[src/hw/rtl/htw_pkg.sv]
`timescale 1ns / 1ps
`default_nettype none
// ----------------------------------------------------------------------------
// htw_pkg: shared types and constants of the timing wheel
// Wheel geometry, beat and command structs, sequencer states and slot math.
// ----------------------------------------------------------------------------
package htw_pkg;

  localparam int LOW_BITS   = 8;
  localparam int HIGH_BITS  = 6;
  localparam int POOL_SIZE  = 64;

  localparam int LOW_SIZE   = 1 << LOW_BITS;
  localparam int HIGH_SIZE  = 1 << HIGH_BITS;
  localparam int SLOT_COUNT = LOW_SIZE + 4 * HIGH_SIZE;
  localparam int SLOT_W     = $clog2(SLOT_COUNT);
  localparam int ID_W       = $clog2(POOL_SIZE);
  localparam int NEXT_W     = $clog2(POOL_SIZE + 1);
  localparam int PREV_W     = $clog2(POOL_SIZE + SLOT_COUNT + 1);
  localparam int CLR_COUNT  = (SLOT_COUNT > POOL_SIZE) ? SLOT_COUNT : POOL_SIZE;
  localparam int CLR_W      = $clog2(CLR_COUNT) + 1;

  localparam logic [NEXT_W-1:0] NONE_NEXT = NEXT_W'(POOL_SIZE);
  localparam logic [PREV_W-1:0] NONE_PREV = PREV_W'(POOL_SIZE + SLOT_COUNT);

  localparam logic [1:0] OP_TICK  = 2'd0;
  localparam logic [1:0] OP_START = 2'd1;
  localparam logic [1:0] OP_KILL  = 2'd2;

  typedef enum logic [1:0] {
    CMD_NOP,
    CMD_TICK,
    CMD_START,
    CMD_KILL
  } cmd_e;

  typedef struct packed {
    logic [1:0]         op;
    logic [5:0]         timer_id;
    logic [31:0]        interval;
    logic signed [15:0] repeat_count;
  } in_beat_t;

  typedef struct packed {
    logic       fired;
    logic [5:0] fired_id;
    logic       last;
  } out_beat_t;

  typedef struct packed {
    cmd_e            kind;
    logic [ID_W-1:0] id;
    logic [31:0]     interval;
    logic [15:0]     rpt;
  } cmd_t;

  typedef struct packed {
    logic clearing;
  } status_t;

  typedef enum logic [4:0] {
    S_CLEAR,
    S_IDLE,
    S_UNLINK_RD,
    S_UNLINK_WR,
    S_UNLINK_CLR,
    S_START,
    S_FSLOT,
    S_FREAD,
    S_FLINK,
    S_FPREV,
    S_TICK,
    S_CASC,
    S_DET_RD,
    S_DET_GET,
    S_WALK_RD,
    S_WALK_EXE,
    S_WALK_NEXT,
    S_FIRE_BEGIN,
    S_DONE
  } state_e;

  function automatic logic [HIGH_BITS-1:0] level_index(input logic [31:0] t,
                                                       input logic [1:0] lvl);
    logic [63:0]          w;
    logic [HIGH_BITS-1:0] r;
    w = {32'd0, t};
    r = '0;
    for (int j = 0; j < 4; j++) begin
      if (lvl == 2'(j)) r = HIGH_BITS'(w >> (LOW_BITS + j * HIGH_BITS));
    end
    return r;
  endfunction

  function automatic logic [SLOT_W-1:0] level_base(input logic [1:0] lvl);
    logic [SLOT_W-1:0] r;
    r = '0;
    for (int j = 0; j < 4; j++) begin
      if (lvl == 2'(j)) r = SLOT_W'(LOW_SIZE + j * HIGH_SIZE);
    end
    return r;
  endfunction

  function automatic logic [SLOT_W-1:0] file_slot(input logic [31:0] due,
                                                  input logic [31:0] now);
    logic [31:0]       diff;
    logic [1:0]        lvl;
    logic [SLOT_W-1:0] r;
    diff = due - now;
    lvl  = 2'd0;
    for (int j = 1; j < 4; j++) begin
      if ({32'd0, diff} >= (64'd1 << (LOW_BITS + j * HIGH_BITS))) lvl = 2'(j);
    end
    if (diff[31]) begin
      r = SLOT_W'(now[LOW_BITS-1:0]);
    end else if (diff < 32'(LOW_SIZE)) begin
      r = SLOT_W'(due[LOW_BITS-1:0]);
    end else begin
      r = level_base(lvl) + SLOT_W'(level_index(due, lvl));
    end
    return r;
  endfunction

endpackage
`default_nettype wire

[src/hw/rtl/htw_front.sv]
`timescale 1ns / 1ps
`default_nettype none
// ----------------------------------------------------------------------------
// htw_front: input decode and command queue
// Classifies each input beat into a command and holds up to two commands
// for the sequencer.
// ----------------------------------------------------------------------------
module htw_front (
  input  wire logic              clk_i,
  input  wire logic              rst_ni,
  input  wire logic              in_valid_i,
  output logic                   in_ready_o,
  input  wire htw_pkg::in_beat_t in_data_i,
  input  wire htw_pkg::status_t  status_i,
  output logic                   cmd_valid_o,
  input  wire logic              cmd_ready_i,
  output htw_pkg::cmd_t          cmd_o
);

  htw_pkg::cmd_t buf_q [2];
  htw_pkg::cmd_t cmd_new;
  logic          wr_ptr_q, wr_ptr_d;
  logic          rd_ptr_q, rd_ptr_d;
  logic [1:0]    cnt_q, cnt_d;
  logic          push, pop, id_ok;

  assign id_ok = {1'b0, in_data_i.timer_id} < 7'(htw_pkg::POOL_SIZE);

  always_comb begin
    cmd_new.id       = htw_pkg::ID_W'(in_data_i.timer_id);
    cmd_new.interval = in_data_i.interval;
    cmd_new.rpt      = in_data_i.repeat_count;
    unique case (in_data_i.op)
      htw_pkg::OP_TICK:  cmd_new.kind = htw_pkg::CMD_TICK;
      htw_pkg::OP_START: cmd_new.kind = id_ok ? htw_pkg::CMD_START : htw_pkg::CMD_NOP;
      htw_pkg::OP_KILL:  cmd_new.kind = id_ok ? htw_pkg::CMD_KILL : htw_pkg::CMD_NOP;
      default:           cmd_new.kind = htw_pkg::CMD_NOP;
    endcase
  end

  assign in_ready_o  = (cnt_q != 2'd2) && !status_i.clearing;
  assign push        = in_valid_i && in_ready_o;
  assign cmd_valid_o = cnt_q != 2'd0;
  assign pop         = cmd_valid_o && cmd_ready_i;
  assign cmd_o       = buf_q[rd_ptr_q];

  always_comb begin
    wr_ptr_d = push ? !wr_ptr_q : wr_ptr_q;
    rd_ptr_d = pop ? !rd_ptr_q : rd_ptr_q;
    cnt_d    = cnt_q + 2'(push) - 2'(pop);
  end

  always_ff @(posedge clk_i or negedge rst_ni) begin
    if (!rst_ni) begin
      wr_ptr_q <= 1'b0;
      rd_ptr_q <= 1'b0;
      cnt_q    <= 2'd0;
    end else begin
      wr_ptr_q <= wr_ptr_d;
      rd_ptr_q <= rd_ptr_d;
      cnt_q    <= cnt_d;
    end
  end

  always_ff @(posedge clk_i) begin
    if (push) buf_q[wr_ptr_q] <= cmd_new;
  end

endmodule
`default_nettype wire

[config.mk]
export PLATFORM = sky130hd
export DESIGN_NAME = htw_front
export DESIGN_NICKNAME = d
export VERILOG_FILES = /design/src/hw/rtl/htw_pkg.sv /design/src/hw/rtl/htw_front.sv
export SDC_FILE = /design/constraint.sdc
export NUM_CORES = 1
export LEC_CHECK = 0
export ABC_CLOCK_PERIOD_IN_PS = 7900
export BUFFER_PORTS_ARGS = -buffer_cell sky130_fd_sc_hd__buf_4
export CORE_MARGIN = 3
export CORE_UTILIZATION = 30
export CTS_CLUSTER_SIZE = 16
export DETAILED_ROUTE_END_ITERATION = 8
export HOLD_SLACK_MARGIN = 0.08
export PLACE_DENSITY = 0.51
export REMOVE_ABC_BUFFERS = 1
export SYNTH_ARGS = -nofsm -noshare
export SYNTH_HDL_FRONTEND = slang
export SYNTH_SLANG_ARGS = --single-unit
[constraint.sdc]
create_clock -name clk_i -period 7.9 [get_ports clk_i]
set_input_delay 1.58 -clock clk_i [delete_from_list [all_inputs] [get_ports clk_i]]
set_output_delay 1.58 -clock clk_i [all_outputs]
set_load 0.05 [all_outputs]
==> results.md, run 1 <==
- In the layout the commonest cells are buf_4, edfxtp_1, mux2_4.
- The total design power is 2517 uW.
- Yosys printed 0 warnings.
- At the pin with the least slew margin, the transition time is 999.5 ps.
- On the final layout, the worst clock skew is 6.691 ps.
- The count of nets left with antenna violations once routing finished came out at 0.
- The number of H-tree branching levels is 4.
- The DRC violation total after the first TritonRoute iteration is 86.
- The tightest hold path in the finished design has a slack of 533.1 ps.
- Timing would allow up to 267.7 MHz.
- The average cell area after synthesis is 22.02 sq um.
- For the final routed database, the setup TNS stands at 0 ps.
- The power per cell area is 410.6 nW/um^2.
- The die covers 16,240 sq um.
- No sink is reached through more buffers than the 2 on the longest clock path.
- TritonCTS built the clock tree.
- In the global route stage, met2 resource usage came out at 0.1626.
- Setup repair after global routing left no endpoint under its margin.
- The area growth from synthesis to layout is 38.54%.
- The total half-perimeter wirelength after legalization and detailed placement is 4995 um.
- The wire length of the first global-routing pass is 12,300 um.
- After synthesis, the netlist uses 15 different library cells.
- The number of antenna violations at the first check in global routing is 0.
- The type of the most critical hold path is flop to flop.
- Clock tree synthesis selected as its root buffer the cell clkbuf_16.
- The max-slew violation count is 0.
- Setup violations remaining at the end of the flow were counted as 0.
- The post-layout instance count excluding filler cells is 525.
- Leaving out fill and tap cells, the most frequent cell in the layout is buf_4.
- In the global route stage, met1 resource usage came out at 0.1165.
- The critical path class is flop to primary output.
- The post-synthesis sequential area ratio is 0.7826.
- The number of design rule violations left after detail routing is 0.
- Measured along the y axis, the die boundary spans 127.5 um.
- The smallest clock period supported by the final layout is computed as 3735 ps.
- The number of max-cap violations is 0.
- The nature of the critical path endpoint is a primary output.
- Summed over all layers, the routed wires come to 7899 um.
- The cell count after synthesis is 201.
- The number of buffers created by CTS is 17.
- In the global route stage, overall resource usage came out at 0.1026.
- The number of buffers inserted for hold repair after clock tree synthesis is 0.
- The number of setup buffers added after CTS is 0.
- The area of the mapped netlist is 4425 sq um.
- After global routing the overflow that remains totals 0.
- The number of nets in the layout is 400.
- The critical-path maximum fanout is 57.
- The congestion estimate from routability-driven global placement came to 0.6745.
- The count of boundary I/O pins is 119.
- The count of buffers inserted at the top-level ports is 118.
- The floorplan has 43 rows.
- The largest single stage delay on the critical path is 1060 ps.
- The standby leakage power is 0.002399 uW.
- The placed cell area is 5515 sq um.
- The flow ran to the end, and the final reports show no timing, DRC or antenna violations.
- The number of hold violations in the final report was 0.
- In this run the horizontal extent of the chip is 127.5 um.
- The area of the core is 14,150 sq um.
- For this run, global-route usage on met3 was measured as 0.05351.
- The via count of the first global-routing pass is 2,398.
- The maximum number of pins on one net before global-route repair is 58.
- The insertion delay of the later-clocked pin in the worst-skew pair is 400 ps.
- The fraction of layout cells with a size suffix above 1 is 0.6029.
- Including well taps, the total number of placed cells is 495.
- Clock-pin slew was measured on the worst setup and hold paths at 50 ps.
- The global routing stage identified its most utilized layer as met2.
- 0 antenna diodes ended up in the layout.
- STA classifies the critical path startpoint as a flop.
- For this design, the sink count on the clock tree is 116.
- For the worst setup path, the data arrival time is 2160 ps.
- The master of the slowest instance on the critical path is dfrtp_4.
- At the worst endpoint, the required time is 6320 ps.
- The detailed-router iteration count before antenna repair is 4.
- Across all layers, the routed design uses 2,201 vias.
- The number of gates resized after CTS was 0.
- The starting density of the core is 0.3128.
- The worst slew margin relative to its limit is 0.3337.
- The mean routed wirelength per cell is 15.05 um.
- The routed via count divided by cell count is 4.192.
- The fraction of the cycle the final worst path needs is 0.4728.
- The maximum resistive drop on vdd is 0.0001938 V.
- The critical path goes through mux2_2 > buf_4.
- After routing the design area is 6131 sq um.
- The synthesized design contains 116 register bits.
==> synth_stat cells, drive strengths merged <==
cell type | instances | area share
a211o | 1 | 0.0020
a21oi | 1 | 0.0011
and2 | 1 | 0.0020
buf | 6 | 0.012
dfrtp | 4 | 0.023
edfxtp | 112 | 0.76
ha | 5 | 0.014
inv | 6 | 0.0051
mux2 | 56 | 0.17
nor2 | 4 | 0.0034
or2 | 1 | 0.0014
xnor2 | 3 | 0.0059
xor2 | 1 | 0.0020
==> cell type report <==
cell class | count | area, sq um
clock inverters | 13 | 190.2
well taps | 180 | 225.2
fillers | 1292 | 8019
multi-input cells | 73 | 899.6
inverters | 6 | 22.52
repair buffers | 120 | 900.9
flip-flops and latches | 116 | 3467
clock buffers | 17 | 425.4
==> metal layers <==
metal  vias up  wire length (um)
li1       1054                 -
met2        76              3838
met5         -                 0
met1      1064              3343
met3         7               630
met4         0                87
==> cells by family (layout without fill, tap and decap cells) <==
| kind of cell | after synthesis | count (layout) | share of synthesized area |
|---|---|---|---|
| buffers and inverters | 12 | 156 | 0.01753 |
| AO/OA/AOI/OAI | 2 | 2 | 0.003109 |
| XOR/XNOR | 4 | 4 | 0.007918 |
| adder cells (fa/ha/maj) | 5 | 5 | 0.01414 |
| AND/OR/NAND/NOR | 6 | 6 | 0.006786 |
| flip-flops | 116 | 116 | 0.7826 |
| multiplexers | 56 | 56 | 0.1679 |
==> stage by stage <==
stage	util	setup WS (ps)
after floorplan	-	3170
after global placement	0.3898	4179
after detailed placement	0.3898	4170
after CTS	0.4333	4112
after global routing	0.4333	4051
final	0.4333	4165
==> critical path, delay by kind of cell (launching register included) <==
family / cells / cell delay, ps
buffers and inverters: 1 / 190
multiplexers: 1 / 420
flip-flops: 1 / 1060
==> where the power goes <==
| part | internal [uW] | switching [uW] |
|---|---|---|
| Sequential | 770 | 95.0 |
| Clock | 549 | 247 |
| Combinational | 332 | 524 |
==> worst paths after layout <==
kind | start | endpoint | slack (ps) | depth (start not counted)
min reg2reg | cnt_q[0] | cnt_q[0] | 530 | 1
min | cnt_q[0] | cnt_q[0] | 530 | 1
min in group asynchronous | rst_ni | cnt_q[1] | 960 | 1
max in group asynchronous | rst_ni | rd_ptr_q | 6830 | 1
max reg2reg | cnt_q[0] | buf_q[1][21] | 5500 | 4
max | rd_ptr_q | cmd_o[47] | 4160 | 2
==> state kept, by name, summed over array words and instances, names as in the netlist <==
name      count
buf_q       112
cnt_q         2
rd_ptr_q      1
wr_ptr_q      1
Power figures use the tool's default switching activity.
==> run 2, diff against run 1 <==
ABC_CLOCK_PERIOD_IN_PS = 3900   (was 7900)
clock period = 3.9 ns   (was 7.9 ns; I/O delays follow)
==> results.md, run 2 (synthesized netlist as in run 1, its figures left out) <==
- The most common library cell in the layout ignoring fill and taps is buf_4.
- The largest registers in the layout are buf_q x112, cnt_q x2.
- The maximum resistive drop on vdd is 0.0003983 V (+110%).
- Derived from the worst setup path, the maximum achievable clock frequency is 345.5 MHz.
- The fraction of layout cells with a size suffix above 1 is 0.6081 (+0.005171).
- The insertion delay of the later-clocked pin in the worst-skew pair is 400 ps (about the same).
- The total design power is 5139 uW (+100%).
- The placed cell area is 5515 sq um (unchanged).
- The critical path class is flop to primary output.
- The power per cell area is 834.1 nW/um^2 (+100%).
- The buffer depth of the longest clock path came to 2 (unchanged).
- The area of the core was 14,150 sq um (unchanged).
- The count of inserted antenna diode cells is 0 (unchanged).
- The number of setup buffers added after CTS is 0 (unchanged).
- The total number of clock tree sinks was 116 (unchanged).
- The number of buffers inserted for hold repair after clock tree synthesis came to 0 (unchanged).
- The mean routed wirelength per cell is 15.52 um (+3.2%).
- The max-slew violation count is 0 (unchanged).
- The post-layout instance count excluding filler cells was 527 (+0.38%).
- In this run the worst setup path terminates at cmd_o[0].
- The number of cell instances on the worst register-to-register path is 4 (unchanged).
- The critical-path maximum fanout came to 57 (unchanged).
- The slew at the pin closest to its max-slew limit came to 969.0 ps (-30.46 ps).
- The standby leakage power is 0.002415 uW (+0.66%).
- The critical path launch point is rd_ptr_q.
- The total routing usage reported by global routing is 0.1057 (+0.003095).
- The sum of routed wire length over all layers is 8181 um (+3.6%).
- The worst-case clock skew is 5.848 ps (-0.8431 ps).
- The number of hold violations in the final report was 0 (unchanged).
- The width of the die is 127.5 um (unchanged).
- The clock tree root buffer cell is clkbuf_16.
- The number of flip-flops under the largest register name came to 112 (unchanged).
- The nature of the critical path endpoint is a primary output.
- The kind of start point of the critical path is a flop.
- TritonCTS built the clock tree.
- The number of nets in the layout is 400 (unchanged).
- The launching point of the worst reg2reg path is cnt_q[0].
- The vias after detailed routing came to 2,263 (+2.8%).
- The number of antenna violations at the first check in global routing came to 0 (unchanged).
- The number of design rule violations left after detail routing is 0 (unchanged).
- The number of failing setup endpoints in the final timing report was 0 (unchanged).
- The arrival time of the worst setup path is 2110 ps (-50 ps).
- The count of boundary I/O pins was 119 (unchanged).
- The number of core rows is 43 (unchanged).
- The detailed-router iteration count before antenna repair was 4 (unchanged).
- The internal reg-to-reg setup slack is 1930 ps (-3570 ps).
- The post-route cell area is 6161 sq um (+0.49%).
- The via count of the first global-routing pass was 2,494 (+4.0%).
- The number of buffers created by CTS is 17 (unchanged).
- The number of max-cap violations is 0 (unchanged).
- The flow ran to the end, and the final reports show no timing, DRC or antenna violations.
- The core occupancy in the finished layout is 0.4354 (+0.002122).
- The cell count after placement is 495 (unchanged).
- Compared with the post-synthesis result, the final layout area differs by 39.21%.
- The final hold slack came to 161.6 ps (-371.5 ps).
- In the layout the commonest cells are buf_4, edfxtp_1, mux2_4.
- The maximum number of pins on one net before global-route repair came to 58 (unchanged).
- The DRC violation total after the first TritonRoute iteration was 135 (+57%).
- The data required time at the worst endpoint is 3120 ps (-3200 ps).
- The worst slew margin relative to its limit is 0.3540 (+0.02031).
- The number of gates resized after CTS is 0 (unchanged).
- The final antenna-violating net count was 0 (unchanged).
- The type of the most critical hold path is input port to asynchronous set/reset pin.
- The register with the most flip-flops in the final layout is buf_q.
- The count of buffers inserted at the top-level ports is 118 (unchanged).
- The chip height was 127.5 um (unchanged).
- The starting density of the core is 0.3128 (unchanged).
- Setup repair after global routing left no endpoint under its margin.
- The clock period minus final worst setup slack is 2894 ps.
- The last weighted congestion value of the routability-driven placer is 0.6867 (+1.8%).
- The residual overflow from global routing is 0 (unchanged).
- The fraction of the cycle the final worst path needs is 0.7420.
- The total half-perimeter wirelength after legalization and detailed placement came to 5116 um (+2.4%).
- The clock-pin slew reported for the worst setup and hold paths after clock tree synthesis came to 50 ps (about the same).
- The full die area was 16,240 sq um (unchanged).
- The routed via count divided by cell count was 4.294 (+2.4%).
- The number of H-tree branching levels is 4 (unchanged).
- The reg-to-reg endpoint is buf_q[0][19].
- The wire length of the first global-routing pass is 12,730 um (+3.5%).
## run 2: cell types whose count changed in the layout (fill, tap and decap cells not counted)
cell / previous run / this run
clkbuf_8: 0 / 5
bufinv_16: 5 / 4
clkinv_2: 5 / 4
clkinv_1: 2 / 0
clkbuf_1: 0 / 1
## run 2: final cells by class
| type | count | area (sq um) |
|---|---|---|
| Multi-Input combinational cell | 73 | 899.6 |
| Sequential cell | 116 | 3467 |
| Timing Repair Buffer | 120 | 900.9 |
| Clock inverter | 9 | 147.6 |
| Inverter | 6 | 22.52 |
| Fill cell | 1283 | 7989 |
| Clock buffer | 23 | 498.0 |
| Tap cell | 180 | 225.2 |
## run 2: metrics by stage
step	setup WS [ps]	TNS, ps
after floorplan	-29.58	-3313
after global placement	1381	0
after detailed placement	1384	0
after CTS	920.6	0
after global routing	877.2	0
final	1006	0
## run 2: worst min path at each step
stage / end / slack [ps]
floorplan: wr_ptr_q / 470
global placement: cnt_q[1] / 520
detailed placement: cnt_q[1] / 520
CTS: cnt_q[1] / 140
global route: cnt_q[0] / 140
finish: cnt_q[1] / 160
## run 2: layer usage
metal,global-route usage,share of wire
met2,0.1682,0.50
met4,0.05678,0.023
met5,0,0
met1,0.1196,0.40
met3,0.04682,0.077
## run 2: power by group
group	internal (uW)	switching, uW	total, uW
Combinational	671	1060	1730
Sequential	1560	192	1750
Clock	1150	505	1650
## run 2: critical path, cell delays in order, from the launching register on
cell	delay (ps)
dfrtp_4	1070
mux2_2	440
buf_4	190
